File: config.mk
export PLATFORM = sky130hd
export DESIGN_NAME = tccw_ctrl
export DESIGN_NICKNAME = d
export VERILOG_FILES = /design/src/hdl/tccw_pkg.sv /design/src/hdl/tccw_ctrl.sv
export SDC_FILE = /design/constraint.sdc
export NUM_CORES = 1
export LEC_CHECK = 0
export BUFFER_PORTS_ARGS = -buffer_cell sky130_fd_sc_hd__clkbuf_2
export CAP_MARGIN = 30
export CORE_MARGIN = 10
export CORE_UTILIZATION = 38
export DETAILED_ROUTE_END_ITERATION = 12
export SLEW_MARGIN = 20
export SYNTH_ARGS = -nofsm -noshare
export SYNTH_HDL_FRONTEND = slang
export SYNTH_SLANG_ARGS = --single-unit
File: constraint.sdc
create_clock -name clk_i -period 5.4 [get_ports clk_i]
set_clock_uncertainty 0.1 [all_clocks]
set_input_delay 0.27 -clock clk_i [delete_from_list [all_inputs] [get_ports clk_i]]
set_output_delay 0.27 -clock clk_i [all_outputs]
set_load 0.02 [all_outputs]
File: src/hdl/tccw_pkg.sv
// Shared constants, types and command/status structs of the text console cell writer.
package tccw_pkg;

  localparam int unsigned COLUMNS = 80;
  localparam int unsigned ROWS    = 24;
  localparam int unsigned CELLS   = COLUMNS * ROWS;
  localparam int unsigned COPY_N  = CELLS - COLUMNS;

  localparam int unsigned ADDR_W  = $clog2(CELLS);
  localparam int unsigned CNT_W   = $clog2(CELLS + 1);
  localparam int unsigned ROW_W   = $clog2(ROWS);
  localparam int unsigned COL_W   = $clog2(COLUMNS);
  localparam int unsigned CELL_W  = 16;

  typedef logic [ADDR_W-1:0] addr_t;
  typedef logic [CNT_W-1:0]  cnt_t;
  typedef logic [ROW_W-1:0]  row_t;
  typedef logic [COL_W-1:0]  col_t;
  typedef logic [CELL_W-1:0] cell_t;

  localparam logic [1:0] MODE_PUT   = 2'd0;
  localparam logic [1:0] MODE_PAINT = 2'd1;
  localparam logic [1:0] MODE_READ  = 2'd2;

  localparam logic [8:0] NEWLINE_CODE = 9'd10;
  localparam logic [8:0] ERASE_CODE   = 9'h100;
  localparam logic [7:0] BLANK_CHAR   = 8'h20;

  typedef enum logic [3:0] {
    OP_IDLE,
    OP_CLEAR,
    OP_LATCH,
    OP_PUT,
    OP_COPY,
    OP_BLANK,
    OP_PAINT,
    OP_READ,
    OP_CAPTURE,
    OP_RESP
  } dp_op_e;

  typedef struct packed {
    dp_op_e op;
    logic   cnt_clr;
  } cmd_t;

  typedef struct packed {
    logic [1:0] mode;
    logic       idx_ok;
    logic       scroll;
    logic       clear_end;
    logic       copy_end;
    logic       blank_end;
    logic       paint_end;
  } status_t;

endpackage

File: src/hdl/tccw_ctrl.sv
// Controller: sequences clear, put, scroll, repaint and read over the datapath.
module tccw_ctrl (
  input  logic              clk_i,
  input  logic              rst_ni,
  input  logic              in_valid_i,
  output logic              in_ready_o,
  output logic              out_valid_o,
  input  logic              out_ready_i,
  input  tccw_pkg::status_t status_i,
  output tccw_pkg::cmd_t    cmd_o
);

  typedef enum logic [9:0] {
    ST_CLEAR    = 10'b00_0000_0001,
    ST_IDLE     = 10'b00_0000_0010,
    ST_DISPATCH = 10'b00_0000_0100,
    ST_PUT      = 10'b00_0000_1000,
    ST_COPY     = 10'b00_0001_0000,
    ST_BLANK    = 10'b00_0010_0000,
    ST_PAINT    = 10'b00_0100_0000,
    ST_READ     = 10'b00_1000_0000,
    ST_RDWAIT   = 10'b01_0000_0000,
    ST_RESP     = 10'b10_0000_0000
  } state_e;

  state_e state_q, state_d;
  logic   out_valid_q, out_valid_d;
  logic   out_free;

  assign in_ready_o  = (state_q == ST_IDLE);
  assign out_valid_o = out_valid_q;
  assign out_free    = !out_valid_q || out_ready_i;

  always_comb begin
    state_d       = state_q;
    cmd_o.op      = tccw_pkg::OP_IDLE;
    cmd_o.cnt_clr = 1'b0;
    out_valid_d   = out_ready_i ? 1'b0 : out_valid_q;

    case (state_q)
      ST_CLEAR: begin
        cmd_o.op = tccw_pkg::OP_CLEAR;
        if (status_i.clear_end) begin
          cmd_o.cnt_clr = 1'b1;
          state_d       = ST_IDLE;
        end
      end
      ST_IDLE: begin
        if (in_valid_i) begin
          cmd_o.op      = tccw_pkg::OP_LATCH;
          cmd_o.cnt_clr = 1'b1;
          state_d       = ST_DISPATCH;
        end
      end
      ST_DISPATCH: begin
        case (status_i.mode)
          tccw_pkg::MODE_PUT:   state_d = ST_PUT;
          tccw_pkg::MODE_PAINT: state_d = ST_PAINT;
          tccw_pkg::MODE_READ:  state_d = status_i.idx_ok ? ST_READ : ST_RESP;
          default:              state_d = ST_RESP;
        endcase
      end
      ST_PUT: begin
        cmd_o.op      = tccw_pkg::OP_PUT;
        cmd_o.cnt_clr = 1'b1;
        state_d       = status_i.scroll ? ST_COPY : ST_RESP;
      end
      ST_COPY: begin
        // final cycle only drains the last write-back
        cmd_o.op = tccw_pkg::OP_COPY;
        if (status_i.copy_end) begin
          cmd_o.cnt_clr = 1'b1;
          state_d       = ST_BLANK;
        end
      end
      ST_BLANK: begin
        cmd_o.op = tccw_pkg::OP_BLANK;
        if (status_i.blank_end) begin
          state_d = ST_RESP;
        end
      end
      ST_PAINT: begin
        cmd_o.op = tccw_pkg::OP_PAINT;
        if (status_i.paint_end) begin
          state_d = ST_RESP;
        end
      end
      ST_READ: begin
        cmd_o.op = tccw_pkg::OP_READ;
        state_d  = ST_RDWAIT;
      end
      ST_RDWAIT: begin
        cmd_o.op = tccw_pkg::OP_CAPTURE;
        state_d  = ST_RESP;
      end
      ST_RESP: begin
        if (out_free) begin
          cmd_o.op    = tccw_pkg::OP_RESP;
          out_valid_d = 1'b1;
          state_d     = ST_IDLE;
        end
      end
      default: begin
        state_d = ST_IDLE;
      end
    endcase
  end

  always_ff @(posedge clk_i or negedge rst_ni) begin
    if (!rst_ni) begin
      state_q     <= ST_CLEAR;
      out_valid_q <= 1'b0;
    end else begin
      state_q     <= state_d;
      out_valid_q <= out_valid_d;
    end
  end

endmodule

Word-level counts from Yosys, hierarchy flattened
Index checks and enable logic that the tools add are counted.
Word-level totals
  bits in registers: 11
  input bits: 12
  output and inout bits: 7
  logic and storage cells: 43
Cells by class
  eq/ne operators: 18
  mux-type cells: 19
  reductions and logical operators: 4
Operators by type and width (number)
  $pmux 10 s10: 1
  $mux 10: 8
  $pmux 4 s9: 1
  $pmux 10 s3: 1
  $ne 2x2->1 const B: 6
  $eq 10x1->1 const B: 1
  $eq 10x10->1 const B: 1
  $eq 10x2->1 const B: 1
  $eq 10x3->1 const B: 1
  $eq 10x4->1 const B: 1
  $eq 10x5->1 const B: 1
  $eq 10x6->1 const B: 1
  $eq 10x7->1 const B: 1
  $eq 10x8->1 const B: 1
  $eq 10x9->1 const B: 1
  $reduce_and 6->1: 1
  $mux 1: 5
  $mux 4: 1
  $pmux 1 s4: 1
  $mux 3: 1
  $eq 2x1->1 const B: 1
  $eq 2x2->1 const B: 1
  $logic_not 2->1: 1
  $logic_not 1->1: 1
  $logic_or 1x1->1: 1

Depth between registers and ports, before layout
  depth in word-level cells: 4
  gate-level depth with buffers: 7

Worst setup path before layout
OpenSTA, ideal clock, no wires.
  path kind: reg-to-output
  start: reg state_q[4]
  end: out cmd_o[4] (netlist bit)
  data arrival time: 1.760 ns
  data required time: 5.030 ns
  slack: 3.270 ns
  cell stages (with the launch flop): 5
  path through: dfrtp_1 buf_6 nor4_4 nand2_1 nor4_1
RTL lines
  from (decl): RTL line tccw_ctrl.sv:26  | state_e state_q, state_d;
  from (signal assigned): RTL line tccw_ctrl.sv:114  | state_q <= state_d;
  to (decl): RTL line tccw_ctrl.sv:10  | output tccw_pkg::cmd_t cmd_o

==> summary.md <==
| Metric | Value |
|---|---|
| Sw frac | `48.4%` |
| Area Overhead vs Synth | `13.2%` |
| Post-Synthesis Cells | `105` |
| CTS tree | `done` |
| Maxcap violations | `0` |
| Total grt overflow | `0` |
| Clk Latency, worst-skew pair | `approximately 270 ps` |
| Top-area cell type share of the netlist area | `28.3%` |
| Syn Nets | `117` |
| RSZ-0062 raised after global routing | `false` |
| H-tree Lvls | `1` |
| Most frequent cells in the layout | `clkbuf_2 (18), nor2_1 (11), dfrtp_1 (10)` |
| Top_reg_cell synth | `dfrtp_1` |
| Final net count | `133` |
| Combinational power share | `between 50% and 60%` |
| Commonest non-fill, non-tap cell in the layout | `clkbuf_2` |
| Cell row count | `17` |
| Starting DRC count in detailed routing | `34` |
| I/O pin cnt | `19` |
| Nature of the critical path startpoint | `flip-flop` |
| Psw | `0.189 mW` |
| Power per cell area | `roughly 400 nW/um^2` |
| Largest net degree at the start of global routing | `13` |
| Vias in the first global route | `874` |
| CP arrival | `2240 ps` |
| Initial antenna violation count | `0` |
| Root Driver | `clkbuf_4` |
| Int Power | `0.202 mW` |
| Multi-input logic area | `between 500 and 600 sq um` |
| Synthesized area | `883 sq um` |
| Register clock-pin slew on the reported worst setup and hold paths | `80 ps` |
| Clk buf depth | `2` |
| Post-DP HPWL | `approximately 1800 um` |
| FF/Latch Area | `about 280 sq um` |
| GRT Total Usage | `11.2%` |
| Worst-Margin Slew | `641 ps` |
| DRC Markers | `0` |
| WS Path Type | `flip-flop to primary output` |
| Die X | `68.2 um` |
| Final ANT Viol Nets | `0` |
| Setup total negative slack | `0 ps` |
| Required time worst endpoint | `5030 ps` |
| Status | `finished, final reports clean` |
| F_max | `around 0.38 GHz` |
| Die ar. | `~4700 sq um` |
| Number of diodes | `0` |
| Library cell with the largest summed area after synthesis | `dfrtp_1` |
| Clk pwr share | `15.2%` |
| Worst Hold Class | `input pin to flip-flop` |
| First-pass GRT wire length | `roughly 4000 um` |
| Gp weighted congestion | `0.850` |
| # setup viols final | `0` |
| Core footprint | `2210 sq um` |
| CTS Sinks | `11` |
| Fillers | `224` |
| Min Tclk post-route | `approximately 2600 ps` |
| DRT Pass-1 Iters | `4` |
| Crit path max fanout | `10` |
| Synth Warn # | `0` |
| Slew HR | `about 57%` |
| #FFs+latches synth | `11` |
| Sequential share of power | `31.3%` |
| Mean Syn Cell Area | `8.41 sq um` |
| Die H | `a little under 70 um` |
| Layout cells sized above 1 | `a little over a fifth` |
| Total Wirelength | `2350 um` |
| Final Hold Viols | `0` |
| Vias post-DR | `881` |
| Crit. End Element | `primary output` |
| Post CTS Setup Buffer Count | `0` |
| Top cells by area, synth | `dfrtp_1 (28%), nor3b_1 (5.1%), nor2_1 (4.7%)` |
| Post-synth EDFFs | `0` |
| Pleak | `around 0.5 nW` |
| Total CTS buffers | `3` |
| Post-DR wirelength/cell | `15.9 um` |
| VDD IR max | `about 340 uV` |
| Sequential fraction of the synthesis area | `31.3%` |
| # port buffers | `18` |
| Starting density of the core | `39.9%` |
| Pins Over Slew Limit | `0` |
| FFs w/ async S/R, synth | `100%` |
| Pwr Total | `0.391 mW` |
| Via density | `roughly 6.0` |
| Synth cell types | `38` |
| Tcrit/Tclk final | `roughly 48%` |
## worst paths after layout
| check | from | end | slack [ps] | cells after the start |
|---|---|---|---|---|
| hold / removal | status_i[6] | state_q[3] | 80 | 2 |
| max in group asynchronous | rst_ni | state_q[0] | 4600 | 2 |
| min in group asynchronous | rst_ni | state_q[3] | 310 | 2 |
| hold reg to reg | out_valid_o | out_valid_o | 450 | 2 |
| setup / recovery | state_q[5] | cmd_o[2] | 2790 | 5 |
| setup reg to reg | state_q[5] | state_q[4] | 3390 | 4 |
## metal layers
layer | GRT usage (%) | part of all wire, % | vias up | wire length, um
li1 | - | - | 428 | -
met1 | 14.4 | 48 | 417 | 1120
met2 | 16.0 | 42 | 32 | 998
met3 | 5.06 | 8.2 | 4 | 193
met4 | 4.52 | 1.8 | 0 | 42
met5 | 0 | 0 | - | 0
## logic make-up (layout without fill, tap and decap cells)
family                    count (synthesis)  in the layout  synth area share, %
AOI/OAI and AO/OA                        17             17                 14.3
and+or+nand+nor                          61             61                 43.2
buffers and inverters                    12             27                 7.22
xor gates and xnor gates                  4              4                 3.97
DFF                                      11             11                 31.3
## repair_timing
item | in CTS | in global routing
hold endpoints to repair | 10 | 0
resized for setup | 0 | 0
hold buffers | 1 | 0
## flip-flops by register name (all words and copies together), names as in the netlist
| signal | count |
|---|---|
| out_valid_o | 1 |
| state_q | 10 |
## critical path, cell delays in order, from the launching register on
cell and delay [ps]:
dfrtp_1 510, nor4_4 610, nand3_4 170, or3b_1 410, nand2_1 90, clkbuf_2 170
## final cells by class
cell class,count,area share (%)
Clock buffer,4,2.63
Inverter,3,1.13
Multi-Input combinational cell,82,54.3
Sequential cell,11,27.7
Tap cell,28,3.50
Timing Repair Buffer,20,10.8
## Yosys cell counts, drive strengths merged (2+ instances only)
| cell type | number |
|---|---|
| a21oi | 2 |
| nand4 | 6 |
| nor4 | 7 |
| nor2b | 5 |
| a221oi | 2 |
| xor2 | 4 |
| nor4b | 3 |
| nor3b | 6 |
| a31oi | 2 |
| nor2 | 11 |
| buf | 5 |
| nand2 | 8 |
| nand2b | 4 |
| inv | 3 |
| dfrtp | 10 |
| clkbuf | 4 |
| nand3 | 4 |
| and3 | 2 |
| o22ai | 2 |
## power groups by stage
stage	Sequential, mW	Combinational [mW]	Clock, mW
3_5_place_dp	0.123	0.204	0
3_3_place_gp	0.123	0.205	0
4_1_cts	0.122	0.208	0.0630
6_report	0.123	0.209	0.0595
2_1_floorplan	0.102	0.173	0
5_1_grt	0.126	0.233	0.0683
## per-stage QoR
step | hold slack, ps | instance area, sq um | cells | setup slack, ps | util, %
after global placement | 73.4 | 963 | 143 | 3130 | 43.6
after CTS | 72.4 | 1000 | 148 | 2800 | 45.2
after global routing | 70.6 | 1000 | 148 | 2620 | 45.2
after detailed placement | 76.8 | 963 | 143 | 3110 | 43.6
after floorplan | -126 | 883 | 105 | 3270 | -
final | 81.2 | 1000 | 148 | 2790 | 45.2
Power figures use the tool's default switching activity.
